--- src/sv/u8sc_pkg.sv ---
// Shared types and constants for the UTF-8 string compare block.
// Used by every module of the block; depends on nothing.
package u8sc_pkg;

    localparam int CountWidth = 16;
    localparam int CodeWidth = 21;

    localparam logic [1:0] VERDICT_UNDECIDED = 2'd0;
    localparam logic [1:0] VERDICT_EQUAL = 2'd1;
    localparam logic [1:0] VERDICT_LESS = 2'd2;
    localparam logic [1:0] VERDICT_GREATER = 2'd3;

    localparam logic [0:0] REG_CASE_SENSITIVE = 1'd0;
    localparam logic [0:0] REG_MAX_CHARACTERS = 1'd1;

    localparam logic [7:0] CONT_MASK = 8'h3F;
    localparam logic [CodeWidth-1:0] UPPER_FIRST = 21'd65;
    localparam logic [CodeWidth-1:0] UPPER_LAST = 21'd90;
    localparam logic [CodeWidth-1:0] FOLD_OFFSET = 21'd32;

    // One classified character pair, handed from the front to the back.
    typedef struct packed {
        logic       src_end;   // zero source lead or no source bytes left
        logic       src_trunc; // source character longer than the bytes left
        logic       ref_has;   // reference still has a character
        logic [1:0] cmp;       // code point compare result as a verdict code
    } u8sc_item_t;

endpackage

--- src/sv/u8sc_front.sv ---
// Front part: decodes both characters of an item, folds case unless case_sensitive is set, and compares.
// Depends on u8sc_pkg.
module u8sc_front
(
    input  logic [31:0]         reference_char,
    input  logic                reference_has_char,
    input  logic [31:0]         source_char,
    input  logic [15:0]         source_bytes_left,
    input  logic                case_sensitive,
    output u8sc_pkg::u8sc_item_t item
);

    function automatic logic [2:0] lead_length(input logic [7:0] lead);
        logic [2:0] len;
        if (lead < 8'hC0)
            len = 3'd1;
        else if (lead < 8'hE0)
            len = 3'd2;
        else if (lead < 8'hF0)
            len = 3'd3;
        else
            len = 3'd4;
        return len;
    endfunction

    function automatic logic [u8sc_pkg::CodeWidth-1:0] decode(input logic [31:0] word);
        logic [7:0] lead;
        logic [7:0] b1;
        logic [7:0] b2;
        logic [7:0] b3;
        logic [u8sc_pkg::CodeWidth-1:0] cp;
        lead = word[31:24];
        b1 = word[23:16] & u8sc_pkg::CONT_MASK;
        b2 = word[15:8] & u8sc_pkg::CONT_MASK;
        b3 = word[7:0] & u8sc_pkg::CONT_MASK;
        case (lead_length(lead))
            3'd1:    cp = {13'd0, lead};
            3'd2:    cp = {10'd0, lead[4:0], b1[5:0]};
            3'd3:    cp = {5'd0, lead[3:0], b1[5:0], b2[5:0]};
            default: cp = {lead[2:0], b1[5:0], b2[5:0], b3[5:0]};
        endcase
        return cp;
    endfunction

    function automatic logic [u8sc_pkg::CodeWidth-1:0] fold(
        input logic [u8sc_pkg::CodeWidth-1:0] cp
    );
        logic [u8sc_pkg::CodeWidth-1:0] res;
        if (cp >= u8sc_pkg::UPPER_FIRST && cp <= u8sc_pkg::UPPER_LAST)
            res = cp + u8sc_pkg::FOLD_OFFSET;
        else
            res = cp;
        return res;
    endfunction

    logic [u8sc_pkg::CodeWidth-1:0] ref_cp;
    logic [u8sc_pkg::CodeWidth-1:0] src_cp;

    always_comb
    begin
        ref_cp = decode(reference_char);
        src_cp = decode(source_char);
        if (!case_sensitive)
        begin
            ref_cp = fold(ref_cp);
            src_cp = fold(src_cp);
        end
        item.src_end = (source_bytes_left == 16'd0) || (source_char[31:24] == 8'd0);
        item.src_trunc = {13'd0, lead_length(source_char[31:24])} > source_bytes_left;
        item.ref_has = reference_has_char;
        if (ref_cp > src_cp)
            item.cmp = u8sc_pkg::VERDICT_LESS;
        else if (ref_cp < src_cp)
            item.cmp = u8sc_pkg::VERDICT_GREATER;
        else
            item.cmp = u8sc_pkg::VERDICT_UNDECIDED;
    end

endmodule

--- src/sv/u8sc_queue.sv ---
// Two-entry queue of classified items between the front and the back.
// Depends on u8sc_pkg.
module u8sc_queue
(
    input  logic                 clk,
    input  logic                 rst_n,
    input  logic                 push,
    input  u8sc_pkg::u8sc_item_t push_item,
    output logic                 full,
    input  logic                 pop,
    output logic                 head_valid,
    output u8sc_pkg::u8sc_item_t head_item
);

    u8sc_pkg::u8sc_item_t entry_reg [2];
    logic       wr_ptr_reg;
    logic       rd_ptr_reg;
    logic [1:0] count_reg;
    logic [1:0] count_next;

    assign full = (count_reg == 2'd2);
    assign head_valid = (count_reg != 2'd0);
    assign head_item = entry_reg[rd_ptr_reg];

    always_comb
    begin
        count_next = count_reg;
        if (push && !pop)
            count_next = count_reg + 2'd1;
        else if (pop && !push)
            count_next = count_reg - 2'd1;
    end

    always_ff @(posedge clk or negedge rst_n)
    begin
        if (!rst_n)
        begin
            wr_ptr_reg <= 1'b0;
            rd_ptr_reg <= 1'b0;
            count_reg <= 2'd0;
        end
        else
        begin
            if (push)
                wr_ptr_reg <= ~wr_ptr_reg;
            if (pop)
                rd_ptr_reg <= ~rd_ptr_reg;
            count_reg <= count_next;
        end
    end

    always_ff @(posedge clk)
    begin
        if (push)
            entry_reg[wr_ptr_reg] <= push_item;
    end

    a_no_overflow: assert property (@(posedge clk) disable iff (!rst_n)
        !(push && full && !pop))
        else $error("item pushed into a full queue");

    a_no_underflow: assert property (@(posedge clk) disable iff (!rst_n)
        pop |-> head_valid)
        else $error("item popped from an empty queue");

    a_ptr_gap: assert property (@(posedge clk) disable iff (!rst_n)
        (count_reg == 2'd1) |-> (wr_ptr_reg != rd_ptr_reg))
        else $error("queue pointers disagree with the fill count");

endmodule

--- src/sv/u8sc_back.sv ---
// Back part: keeps the character counter, settles the verdict of each item
// and holds it in the output register. Depends on u8sc_pkg.
module u8sc_back
(
    input  logic                 clk,
    input  logic                 rst_n,
    input  logic                 head_valid,
    input  u8sc_pkg::u8sc_item_t head_item,
    output logic                 pop,
    input  logic [15:0]          max_characters,
    output logic                 out_valid,
    output logic [1:0]           out_verdict,
    input  logic                 out_ready
);

    logic [u8sc_pkg::CountWidth-1:0] count_reg;
    logic [u8sc_pkg::CountWidth-1:0] count_next;
    logic                            out_valid_reg;
    logic [1:0]                      verdict_reg;
    logic [1:0]                      verdict_next;
    logic                            at_limit;

    assign pop = head_valid && (!out_valid_reg || out_ready);
    assign at_limit = (count_reg == max_characters);
    assign out_valid = out_valid_reg;
    assign out_verdict = verdict_reg;

    always_comb
    begin
        if (head_item.src_end || (!at_limit && head_item.src_trunc))
            verdict_next = head_item.ref_has ? u8sc_pkg::VERDICT_LESS
                                             : u8sc_pkg::VERDICT_EQUAL;
        else if (at_limit)
            verdict_next = u8sc_pkg::VERDICT_EQUAL;
        else if (!head_item.ref_has)
            verdict_next = u8sc_pkg::VERDICT_GREATER;
        else
            verdict_next = head_item.cmp;
        // Only a matching character pair keeps the compare going.
        if (verdict_next == u8sc_pkg::VERDICT_UNDECIDED)
            count_next = count_reg + 16'd1;
        else
            count_next = '0;
    end

    always_ff @(posedge clk or negedge rst_n)
    begin
        if (!rst_n)
        begin
            count_reg <= '0;
            out_valid_reg <= 1'b0;
        end
        else
        begin
            if (pop)
            begin
                count_reg <= count_next;
                out_valid_reg <= 1'b1;
            end
            else if (out_ready)
                out_valid_reg <= 1'b0;
        end
    end

    always_ff @(posedge clk)
    begin
        if (pop)
            verdict_reg <= verdict_next;
    end

    a_clear_on_verdict: assert property (@(posedge clk) disable iff (!rst_n)
        (pop && verdict_next != u8sc_pkg::VERDICT_UNDECIDED) |=> (count_reg == '0))
        else $error("character counter not cleared after a verdict");

    a_count_on_match: assert property (@(posedge clk) disable iff (!rst_n)
        (pop && verdict_next == u8sc_pkg::VERDICT_UNDECIDED)
            |=> (count_reg == $past(count_reg) + 16'd1))
        else $error("character counter did not advance on a match");

    a_result_after_pop: assert property (@(posedge clk) disable iff (!rst_n)
        pop |=> (out_valid_reg && verdict_reg == $past(verdict_next)))
        else $error("popped item did not reach the output register");

endmodule

--- src/sv/utf8_string_compare.sv ---
// UTF-8 string compare: one character pair enters per item and one verdict
// item leaves for each. The block sustains one item per clock while the output
// is not stalled; a verdict reaches the output after its item has been written
// into the queue and the back part has registered its verdict, and a two-entry
// queue lets input and output stall independently.
// Configuration is an APB port: case_sensitive at 0x0, max_characters at 0x4.
module utf8_string_compare
(
    input  logic        clk,
    input  logic        rst_n,
    // APB configuration port
    input  logic        psel,
    input  logic        penable,
    input  logic        pwrite,
    input  logic [2:0]  paddr,
    input  logic [31:0] pwdata,
    output logic [31:0] prdata,
    output logic        pready,
    // Input items
    input  logic        s_tvalid,
    output logic        s_tready,
    // [31:0] reference_char, [63:32] source_char, [79:64] source_bytes_left
    input  logic [79:0] s_tdata,
    // [0] reference_has_char
    input  logic        s_tuser,
    // Result items
    output logic        m_tvalid,
    input  logic        m_tready,
    // [1:0] verdict, [7:2] zero
    output logic [7:0]  m_tdata
);

    logic                 case_sensitive_reg;
    logic [15:0]          max_characters_reg;
    logic                 cfg_write;
    u8sc_pkg::u8sc_item_t front_item;
    u8sc_pkg::u8sc_item_t head_item;
    logic                 queue_full;
    logic                 head_valid;
    logic                 pop;
    logic                 push;
    logic [1:0]           verdict;

    assign pready = 1'b1;
    assign cfg_write = psel && penable && pwrite;

    always_ff @(posedge clk or negedge rst_n)
    begin
        if (!rst_n)
        begin
            case_sensitive_reg <= 1'b0;
            max_characters_reg <= 16'hFFFF;
        end
        else if (cfg_write)
        begin
            case (paddr[2])
                u8sc_pkg::REG_CASE_SENSITIVE: case_sensitive_reg <= pwdata[0];
                u8sc_pkg::REG_MAX_CHARACTERS: max_characters_reg <= pwdata[15:0];
                default: ;
            endcase
        end
    end

    always_comb
    begin
        case (paddr[2])
            u8sc_pkg::REG_CASE_SENSITIVE: prdata = {31'd0, case_sensitive_reg};
            u8sc_pkg::REG_MAX_CHARACTERS: prdata = {16'd0, max_characters_reg};
            default:                      prdata = 32'd0;
        endcase
    end

    assign s_tready = !queue_full;
    assign push = s_tvalid && !queue_full;

    u8sc_front u_front
    (
        .reference_char     (s_tdata[31:0]),
        .reference_has_char (s_tuser),
        .source_char        (s_tdata[63:32]),
        .source_bytes_left  (s_tdata[79:64]),
        .case_sensitive     (case_sensitive_reg),
        .item               (front_item)
    );

    u8sc_queue u_queue
    (
        .clk        (clk),
        .rst_n      (rst_n),
        .push       (push),
        .push_item  (front_item),
        .full       (queue_full),
        .pop        (pop),
        .head_valid (head_valid),
        .head_item  (head_item)
    );

    u8sc_back u_back
    (
        .clk            (clk),
        .rst_n          (rst_n),
        .head_valid     (head_valid),
        .head_item      (head_item),
        .pop            (pop),
        .max_characters (max_characters_reg),
        .out_valid      (m_tvalid),
        .out_verdict    (verdict),
        .out_ready      (m_tready)
    );

    assign m_tdata = {6'd0, verdict};

endmodule

--- config.mk ---
export PLATFORM = sky130hd
export DESIGN_NAME = utf8_string_compare
export DESIGN_NICKNAME = d
export VERILOG_FILES = /design/src/sv/u8sc_pkg.sv /design/src/sv/u8sc_front.sv /design/src/sv/u8sc_queue.sv /design/src/sv/u8sc_back.sv /design/src/sv/utf8_string_compare.sv
export SDC_FILE = /design/constraint.sdc
export NUM_CORES = 1
export LEC_CHECK = 0
export ABC_AREA = 1
export BUFFER_PORTS_ARGS = -buffer_cell sky130_fd_sc_hd__buf_2
export CORE_MARGIN = 1.5
export CORE_UTILIZATION = 47
export CTS_CLUSTER_DIAMETER = 100
export CTS_CLUSTER_SIZE = 30
export DETAILED_ROUTE_END_ITERATION = 6
export GPL_ROUTABILITY_DRIVEN = 0
export MAX_ROUTING_LAYER = met4
export PLACE_DENSITY = 0.76
export RECOVER_POWER = 25
export SKIP_LAST_GASP = 1
export SYNTH_ARGS = -nofsm -noshare
export SYNTH_HDL_FRONTEND = slang
export SYNTH_SLANG_ARGS = --single-unit
--- constraint.sdc ---
create_clock -name clk -period 1.75 [get_ports clk]
set_input_delay 0.2625 -clock clk [delete_from_list [all_inputs] [get_ports clk]]
set_output_delay 0.2625 -clock clk [all_outputs]
set_load 0.01 [all_outputs]
==> reports/results.ini, run 1 <==
[worst_setup_path]
start_kind = input pin
critPathMaxFanout = 6
arrival_ns = 2.76
cp-end-kind = flop
worst_ep_required_time_ns = 1.79
startpoint = s_tdata[62]
r2r_start = case_sensitive_reg
criticalPathCategory = input pin to flop

[clock_tree]
cts_tree = built
cts_sinks = 50
cts-root-buf = clkbuf_8
cts_buffers = 5
clk_pin_slew_worst_paths_ns = 0.10
clock_latency_ns = 0.31
h-tree-depth = 2
clockBufferDepth = 2

[floorplanning]
placementRows = 37
dieArea_um2 = 11100
start_util_pct = 48.1
dieWidth_um = 105
core_um2 = 10200
ios = 166
die_height_um = 105

[global_route]
grt_max_degree = 23
groute.usage.overall_pct = 26.9
grt_pass1_vias = 5472
grt_pass1_wl_um = 24200
antenna_found_initial = 0
grt-ovfl-total = 0

[timing]
final-setup-viol-count = 22
worst_slack_ns = -0.968
worst_slew_pin_slew_ns = 1.23
finalHoldViolCount = 0
fin_crit_ns = 2.72
post-route-period-util_pct = 155
fin_skew_ns = 0.00828
fin_tns_setup_ns = -7.40
slew_viol_final = 0
whs_ns = 0.157
max_clock_freq_mhz = 368
grt_setup_unrepaired = yes
worst_slew_margin_rel_pct = 17.8

[yosys]
yosys.area_share.xor_xnor_pct = 5.34
synth_edf_count = 12
synth_common_cells = nand2_1 (170), nor2_1 (100), inv_1 (90), nand3_1 (37), o21ai_0 (31)
synth.most_common_cell = nand2_1
synth_compound_area_share_pct = 7.88
synthArstFlopShare_pct = 76.0
ys_warn_count = 0
synth_top_family_by_area = simple AND/OR/NAND/NOR gates
synth_top_area_share_pct = 13.0
ys.flop_type = dfrtp_1
synth_seq_cells = 50
synthAdderAreaFrac_pct = 7.63
synth_area_leaders = nand2_1 (13%), dfrtp_1 (11%), dfstp_2 (8.5%)
netlist_instances = 715
synth_mux_area_share_pct = 3.61
ys_seq_area_share_pct = 27.0
synth-simple-area-share_pct = 35.8
yosysTopAreaCell = nand2_1
syn_area_per_cell_um2 = 6.88
synth_cell_types = 49
synth_area_um2 = 4920

[placement]
hpwl_um = 10800
portBuffers = 112
place_area_um2 = 6680
pre_cts_ws_ns = -1.38

[layout]
drive_gt1_share_pct = 44.9
diodes = 0
areaGrowthSynthToFinish_pct = 53.4
final_cell_area_um2 = 7550
num-nets-final = 1160

[drt]
wl_per_cell_um = 13.3
via_count = 5752
first_pass_iters = 4
drt_iter0_markers = 258
ant_nets = 0
finalWirelength_um = 15200
via_per_inst = 5.03
drc_errors = 0

[power]
p_total_w = 0.00523
powerDensity_nw_per_um2 = 692
leakagePower_nw = 3.94
peakVddDrop_uv = 476

[status]
violations = negative setup slack
outcome = finished with violations

[worst_hold_path]
min_from = s_tuser
holdCritPathClass = input pin to flop

[run]
cap_viol_max_count = 0

[path summary, 6_finish.rpt]
path	depth (start not counted)	end	slack [ns]
max in group asynchronous	3	max_characters_reg[0]	0.15
worst min register to register	2	u_queue.wr_ptr_reg	0.54
min in group asynchronous	2	u_back.count_reg[12]	0.75
worst min-delay path	1	u_queue.entry_reg[0][2]	0.16
worst max-delay path	25	u_queue.entry_reg[1][1]	-0.97
worst max register to register	13	u_queue.entry_reg[1][1]	-0.35
[per-stage QoR]
| step | instances | utilization, % |
|---|---|---|
| floorplan | 736 | - |
| global placement | 1099 | 65.2 |
| detailed placement | 1099 | 65.2 |
| CTS | 1140 | 71.7 |
| global route | 1144 | 73.8 |
| finish | 1144 | 73.8 |
[kinds of logic after synthesis]
family / Yosys count
other: 2
muxes: 16
buffers and inverters: 134
xor gates and xnor gates: 30
adders and majority gates: 30
AOI/OAI and AO/OA: 65
and+or+nand+nor: 388
DFF: 50
[layer usage]
| layer | routed length, um | up-vias | GRT usage (%) |
|---|---|---|---|
| li1 | - | 2849 | - |
| met1 | 6140 | 2630 | 31.7 |
| met2 | 7850 | 223 | 49.9 |
| met3 | 783 | 50 | 2.04 |
| met4 | 397 | 0 | 6.16 |
| met5 | 0 | - | - |
[worst max-delay path: stages]
cell and delay [ns]:
buf_12 0.11, nand2_8 0.12, clkinv_8 0.08, buf_4 0.14, nor2_1 0.09, nor2_1 0.06, nand3_2 0.10, nand2_2 0.08
nor2_1 0.11, nand2_1 0.08, nor2_2 0.14, nand3_2 0.10, nand2_2 0.10, nand3_2 0.09, nand2_1 0.07, nand2_1 0.10
ha_4 0.29, a21oi_2 0.05, nor2_2 0.09, o21ai_1 0.06, o211ai_1 0.08, nand2_1 0.08, and3_4 0.17, inv_2 0.04
nand4_1 0.09
[what timing repair did]
item / in CTS / in global routing
hold buffers: 1 / 0
cloned: 2 / 0
endpoints found under the hold margin: 10 / 0
pin swaps: 44 / 25
buffers inserted: 30 / 4
setup endpoints to repair: 23 / 26
gates resized for setup: 91 / 53
[layout by cell type, fill, tap and decap left out, types with 4 or more instances in the layout]
cell type,synthesis,routed
buf_4,24,170
nand2_1,170,152
buf_2,1,101
inv_1,90,86
nor2_1,100,78
nand4_1,27,27
nand3_1,37,26
ha_1,30,26
conb_1,2,23
nand2_2,7,22
dfrtp_1,22,22
o21ai_0,31,17
nor2_2,2,16
buf_6,3,16
dfstp_2,16,16
nor2_4,5,14
xnor2_1,15,14
xor2_1,15,14
nand3_2,4,14
a21oi_1,15,14
mux2_2,14,14
edfxtp_1,12,12
o21ai_1,2,11
inv_2,8,8
o21ai_2,5,7
nor3_1,11,7
clkbuf_8,0,5
nor3_2,0,4
or2_0,4,4
nand3b_1,4,4
[area by class of cell]
class                           count  area, um^2
Inverter                          100         404
Multi-Input combinational cell    553        3490
Clock buffer                        5        68.8
Sequential cell                    50        1330
Timing Repair Buffer              296        2060
Clock inverter                      3        23.8
Timing Repair inverter              1        7.51
Tap cell                          136         170
Fill cell                         748        2680
[report_power, final]
part           switching, W  total (W)  internal (W)
logic               0.00150    0.00286       0.00135
clock network      0.000407   0.000693      0.000286
registers          0.000162    0.00168       0.00152
Note: power is estimated with default switching activity, not from simulation.
==> run 2, diff against run 1 <==
--- a/config.mk
+++ b/config.mk
@@ -8,7 +8,7 @@
 export ABC_AREA = 1
 export BUFFER_PORTS_ARGS = -buffer_cell sky130_fd_sc_hd__buf_2
 export CORE_MARGIN = 1.5
-export CORE_UTILIZATION = 47
+export CORE_UTILIZATION = 49
 export CTS_CLUSTER_DIAMETER = 100
 export CTS_CLUSTER_SIZE = 30
 export DETAILED_ROUTE_END_ITERATION = 6
==> constraint.sdc (replaced) <==
create_clock -name clk -period 2.6 [get_ports clk]
set_input_delay 0.39 -clock clk [delete_from_list [all_inputs] [get_ports clk]]
set_output_delay 0.39 -clock clk [all_outputs]
set_load 0.01 [all_outputs]
==> reports/results.ini, run 2 (synthesis gave the netlist of run 1 again) <==
[layout]
final_cell_mix = nand2_1 (154), buf_4 (107), buf_2 (102)  ; was buf_4 (170), nand2_1 (152), buf_2 (101)
fillers = 770  ; was 748
final_util_pct = 71.1  ; was 73.8%
final_common_cell = nand2_1  ; was buf_4
num-nets-final = 1092  ; was 1160
areaGrowthSynthToFinish_pct = 41.1  ; was 53.4%
drive_gt1_share_pct = 39.6  ; was 44.9%
diodes = 0  ; unchanged

[global_route]
grt-ovfl-total = 0  ; unchanged
grt_pass1_wl_um = 22100  ; was 24200 um
groute.usage.overall_pct = 26.7  ; was 26.9%
antenna_found_initial = 0  ; unchanged
grt_pass1_vias = 5166  ; was 5472
grt_max_degree = 39  ; was 23

[floorplanning]
die_height_um = 103  ; was 105 um
dieWidth_um = 103  ; was 105 um
placementRows = 36  ; was 37
ios = 166  ; unchanged
start_util_pct = 50.4  ; was 48.1%
dieArea_um2 = 10700  ; was 11100 um^2
core_um2 = 9770  ; was 10200 um^2

[power]
powerDensity_nw_per_um2 = 441  ; was 692 nW/um^2
peakVddDrop_uv = 274  ; was 476 uV
p_total_w = 0.00306  ; was 0.00523 W
leakagePower_nw = 3.62  ; was 3.94 nW

[timing]
fin_skew_ns = 0.0107  ; was 0.00828 ns
worst_slew_pin_slew_ns = 2.05  ; was 1.23 ns
max_clock_freq_mhz = 331
slew_viol_final = 39  ; was 0
grt_setup_unrepaired = yes  ; unchanged
worst_slack_ns = -0.422  ; was -0.968 ns
whs_ns = 0.254  ; was 0.157 ns
worst_slew_margin_rel_pct = -36.5  ; was 17.8%
fin_crit_ns = 3.02
final-setup-viol-count = 4  ; was 22
post-route-period-util_pct = 116
finalHoldViolCount = 0  ; unchanged
fin_tns_setup_ns = -1.65  ; was -7.40 ns

[status]
outcome = finished with violations  ; unchanged
violations = max-capacitance violations, max-slew violations, negative setup slack  ; was negative setup slack

[worst_setup_path]
cp-end-kind = flop  ; unchanged
critPathMaxFanout = 8  ; was 6
start_kind = input pin  ; unchanged
worst_ep_required_time_ns = 2.78  ; was 1.79 ns
arrival_ns = 3.20  ; was 2.76 ns
criticalPathCategory = input pin to flop  ; unchanged

[worst_hold_path]
holdCritPathClass = input pin to flop  ; unchanged

[placement]
pre_cts_ws_ns = -0.729  ; was -1.38 ns
hpwl_um = 11100  ; was 10800 um
portBuffers = 112  ; unchanged

[clock_tree]
cts_tree = built  ; unchanged
cts_hold_buffers = 0  ; was 1
h-tree-depth = 2  ; unchanged
clock_latency_ns = 0.32  ; was 0.31 ns
cts_buffers = 5  ; unchanged
clockBufferDepth = 2  ; unchanged
clk_pin_slew_worst_paths_ns = 0.10  ; about the same
cts_sinks = 50  ; unchanged
cts-root-buf = clkbuf_8  ; unchanged

[drt]
drt_iter0_markers = 257  ; was 258
first_pass_iters = 5  ; was 4
top_layer = met4  ; unchanged
wl_met1_um = 5920  ; was 6140 um
via_count = 5610  ; was 5752
dr_wl_met3_um = 811  ; was 783 um
finalWirelength_um = 14800  ; was 15200 um
wl_per_cell_um = 13.8  ; was 13.3 um
via_per_inst = 5.23  ; was 5.03
ant_nets = 0  ; unchanged
drc_errors = 0  ; unchanged
wl_met2_um = 7550  ; was 7850 um

[run]
cap_viol_max_count = 1  ; was 0

==> run 2: final timing paths <==
path                                      startpoint  slack (ns)                 endpoint  cells past startpoint
worst max-delay path                     s_tdata[63]       -0.42  u_queue.entry_reg[0][1]                     24
worst min-delay path                         s_tuser        0.25  u_queue.entry_reg[0][2]                      1
worst max register to register    case_sensitive_reg        0.34  u_queue.entry_reg[0][1]                     12
worst min register to register  u_queue.count_reg[1]        0.51     u_queue.count_reg[1]                      1
max in group asynchronous                      rst_n        0.78      u_back.count_reg[9]                      1
min in group asynchronous                      rst_n        0.65      u_back.count_reg[5]                      1
==> run 2: what timing repair did <==
action | 4_1_cts | 5_1_grt
endpoints found under the setup margin | 4 | 4
gates resized for setup | 43 | 70
gates cloned | 1 | 0
setup buffers | 6 | 15
pin swaps | 39 | 51
==> run 2: through the flow <==
step	instances	area (um^2)
after floorplan	736	5060
after global placement	1043	6260
after detailed placement	1043	6260
after CTS	1058	6550
after global routing	1073	6950
final	1073	6950
==> run 2: worst max-delay path: stages <==
cell,delay (ns)
buf_8,0.11
nand2_8,0.11
buf_12,0.11
nor2_4,0.05
nand2_1,0.08
nand2_1,0.09
nor2_4,0.18
buf_4,0.15
nand4_1,0.11
nor2_1,0.16
nand2_1,0.08
nand3_2,0.09
buf_4,0.12
nand4_1,0.11
nand2_1,0.16
ha_4,0.22
a21oi_2,0.17
nor2_4,0.04
o21ai_1,0.15
o211ai_1,0.12
nand2_1,0.09
and3_4,0.18
inv_2,0.03
nand4_1,0.08
==> run 2: layout make-up <==
type | count | area, um^2 | area share [%]
Timing Repair Buffer | 229 | 1560 | 22.4
Inverter | 100 | 395 | 5.69
Multi-Input combinational cell | 553 | 3400 | 48.9
Sequential cell | 50 | 1330 | 19.2
Clock inverter | 3 | 28.8 | 0.414
Tap cell | 133 | 166 | 2.40
Clock buffer | 5 | 68.8 | 0.991
==> run 2: routing by layer <==
| layer | vias to the layer above | global-route usage, % |
|---|---|---|
| met5 | - | - |
| met4 | 0 | 10.6 |
| met3 | 46 | 2.35 |
| met2 | 247 | 47.4 |
| met1 | 2601 | 31.2 |
| li1 | 2716 | - |
==> run 2: power by group <==
part	leakage [nW]	internal (W)	switching [W]	total, W
logic	3.00	0.000640	0.000802	0.00144
registers	0.569	0.00102	0.000117	0.00114
clock network	0.0502	0.000200	0.000284	0.000484
==> run 3, diff against run 2 <==
==> constraint.sdc (replaced) <==
create_clock -name clk -period 2.95 [get_ports clk]
set_input_delay 0.4425 -clock clk [delete_from_list [all_inputs] [get_ports clk]]
set_output_delay 0.4425 -clock clk [all_outputs]
set_load 0.01 [all_outputs]
==> reports/results.ini, run 3 (synthesis gave the netlist of run 1 again) <==
[power]
switching_share_pct = 38.7  ; was 39.3%
clkPwrFrac_pct = 15.6  ; was 15.8%
pwr-share-seq_pct = 38.4  ; was 37.1%
peakVddDrop_uv = 268  ; was 274 uV
p_int_w = 0.00160  ; was 0.00186 W
leakagePower_nw = 3.51  ; was 3.62 nW
p_sw_w = 0.00101  ; was 0.00120 W
comb_power_share_pct = 46.0  ; was 47.1%
powerDensity_nw_per_um2 = 389  ; was 441 nW/um^2

[clock_tree]
h-tree-depth = 2  ; unchanged
clk_pin_slew_worst_paths_ns = 0.10  ; about the same
clock_latency_ns = 0.31  ; was 0.32 ns
cts-root-buf = clkbuf_8  ; unchanged
cts_sinks = 50  ; unchanged
cts_tree = built  ; unchanged
cts_buffers = 5  ; unchanged
clockBufferDepth = 2  ; unchanged

[layout]
num-nets-final = 1081  ; was 1092
final_cell_area_um2 = 6720  ; was 6950 um^2
final_common_cell = nand2_1  ; unchanged
diodes = 0  ; unchanged
drive_gt1_share_pct = 36.6  ; was 39.6%
final_util_pct = 68.7  ; was 71.1%
final_cell_mix = nand2_1 (162), buf_2 (104), buf_4 (104)  ; was nand2_1 (154), buf_4 (107), buf_2 (102)
areaGrowthSynthToFinish_pct = 36.4  ; was 41.1%

[drt]
via_count = 5256  ; was 5610
finalWirelength_um = 12900  ; was 14800 um
ant_nets = 0  ; unchanged
via_per_inst = 4.95  ; was 5.23
wl_per_cell_um = 12.1  ; was 13.8 um
first_pass_iters = 5  ; unchanged
drc_errors = 0  ; unchanged
drt_iter0_markers = 200  ; was 257

[global_route]
grt-ovfl-total = 0  ; unchanged
grt_pass1_vias = 4794  ; was 5166
antenna_found_initial = 0  ; unchanged
grt_pass1_wl_um = 20900  ; was 22100 um
grt_max_degree = 39  ; unchanged
groute.usage.overall_pct = 25.0  ; was 26.7%

[worst_setup_path]
critPathSlowestCell = ha_1  ; was ha_4
arrival_ns = 3.06  ; was 3.20 ns
crit_chain = buf_4 > inv_2 > nand4_1 > buf_4 > o21ai_4 > nor2_1 > nand3_1 > nor2_2 > buf_4 > nand3_2 > nand3_2 > nor2_1 > nor2_1 > ha_1 > nand2_2 > nor2_2 > o21ai_1 > o211ai_1 > nand2_1 > and3_4 > inv_2 > nand4_1  ; was buf_8 > nand2_8 > buf_12 > nor2_4 > nand2_1 > nand2_1 > nor2_4 > buf_4 > nand4_1 > nor2_1 > nand2_1 > nand3_2 > buf_4 > nand4_1 > nand2_1 > ha_4 > a21oi_2 > nor2_4 > o21ai_1 > o211ai_1 > nand2_1 > and3_4 > inv_2 > nand4_1
cp-endpoint = u_queue.entry_reg[0][1]  ; unchanged
startpoint = s_tdata[60]  ; was s_tdata[63]
r2r_cells = 13  ; was 12
start_kind = input pin  ; unchanged
worst_ep_required_time_ns = 2.98  ; was 2.78 ns
max_stage_delay_ns = 0.28  ; was 0.22 ns
r2r_start = case_sensitive_reg  ; unchanged
regToRegSetupSlack_ns = 0.67  ; was 0.34 ns
timing.rr.end = u_queue.entry_reg[0][1]  ; unchanged
cp-end-kind = flop  ; unchanged
critPathMaxFanout = 5  ; was 8
criticalPathCategory = input pin to flop  ; unchanged

[timing]
final-setup-viol-count = 4  ; unchanged
max_clock_freq_mhz = 330
worst_slew_pin_slew_ns = 1.95  ; was 2.05 ns
slew_viol_final = 39  ; unchanged
fin_skew_ns = 0.0119  ; was 0.0107 ns
worst_slew_margin_rel_pct = -30.1  ; was -36.5%
finalHoldViolCount = 0  ; unchanged
worst_slack_ns = -0.0838  ; was -0.422 ns
fin_crit_ns = 3.03
grt_setup_unrepaired = yes  ; unchanged
post-route-period-util_pct = 103

[status]
outcome = finished with violations  ; unchanged
violations = max-capacitance violations, max-slew violations, negative setup slack  ; unchanged

[floorplanning]
dieArea_um2 = 10700  ; unchanged
start_util_pct = 50.4  ; unchanged
dieWidth_um = 103  ; unchanged
placementRows = 36  ; unchanged
core_um2 = 9770  ; unchanged
ios = 166  ; unchanged
die_height_um = 103  ; unchanged

[worst_hold_path]
holdCritPathClass = input pin to flop  ; unchanged

[placement]
hpwl_um = 10300  ; was 11100 um
place_area_um2 = 6270  ; was 6260 um^2
portBuffers = 112  ; unchanged

[run]
cap_viol_max_count = 1  ; unchanged

run 3: cell types whose count changed in the layout (fill, tap and decap cells not counted), moves of 5 or more:
cell / change
buf_6: -6
nand2_1: +8
nand2_2: -7
nand3_1: +5
nand3_2: -5
nor2_4: -7
run 3: how the worst min path moves through the flow:
stage,end,cells past startpoint,start
floorplan,case_sensitive_reg,0,rst_n
global placement,max_characters_reg[5],2,max_characters_reg[5]
detailed placement,max_characters_reg[5],2,max_characters_reg[5]
CTS,u_back.count_reg[7],1,rst_n
global route,u_queue.entry_reg[1][2],1,s_tuser
finish,u_queue.entry_reg[1][2],1,s_tuser
run 3: cell type report:
class / count / area, um^2
fill: 879 / 3060
multi-input combinational: 552 / 3290
clock inverter: 3 / 23.8
clock buffer: 5 / 68.8
timing repair buffer: 219 / 1450
tap: 133 / 166
sequential: 50 / 1330
inverter: 100 / 385
run 3: power groups by stage:
stage          clock [W]  combinational, W  sequential [W]
6_report        0.000408           0.00120         0.00100
5_1_grt         0.000435           0.00136         0.00102
4_1_cts         0.000415           0.00115         0.00101
3_5_place_dp           0           0.00111         0.00102
3_3_place_gp           0           0.00108         0.00101
2_1_floorplan          0          0.000727        0.000988
run 3: critical path, delay by kind of cell:
kind,cells,cell delay (ns)
buf+inv,5,0.64
fa+ha+maj,1,0.28
compound gates,3,0.31
simple gates,13,1.40
run 3: what timing repair did:
action,in CTS,in global routing
setup endpoints to repair,4,4
hold buffers,0,0
resized for setup,33,40
setup buffers,9,5
pin swaps,25,38
run 3: routing by layer:
layer,track usage (%),share of wire (%)
met5,-,0
met2,43.7,49
met1,32.1,45
met3,2.08,4.9
met4,4.47,1.3
run 3: through the flow:
stage / TNS, ns / setup WS, ns / hold slack (ns) / std cells / power, W
final: -0.179 / -0.0838 / 0.322 / 1062 / 0.00261
after global routing: -0.836 / -0.248 / 0.315 / 1062 / 0.00281
after CTS: -0.0293 / -0.0147 / 0.242 / 1059 / 0.00257
after detailed placement: -1.57 / -0.427 / 0.496 / 1043 / 0.00213
after global placement: -1.33 / -0.367 / 0.484 / 1043 / 0.00210
after floorplan: 0 / 0.00634 / 0.147 / 736 / 0.00171
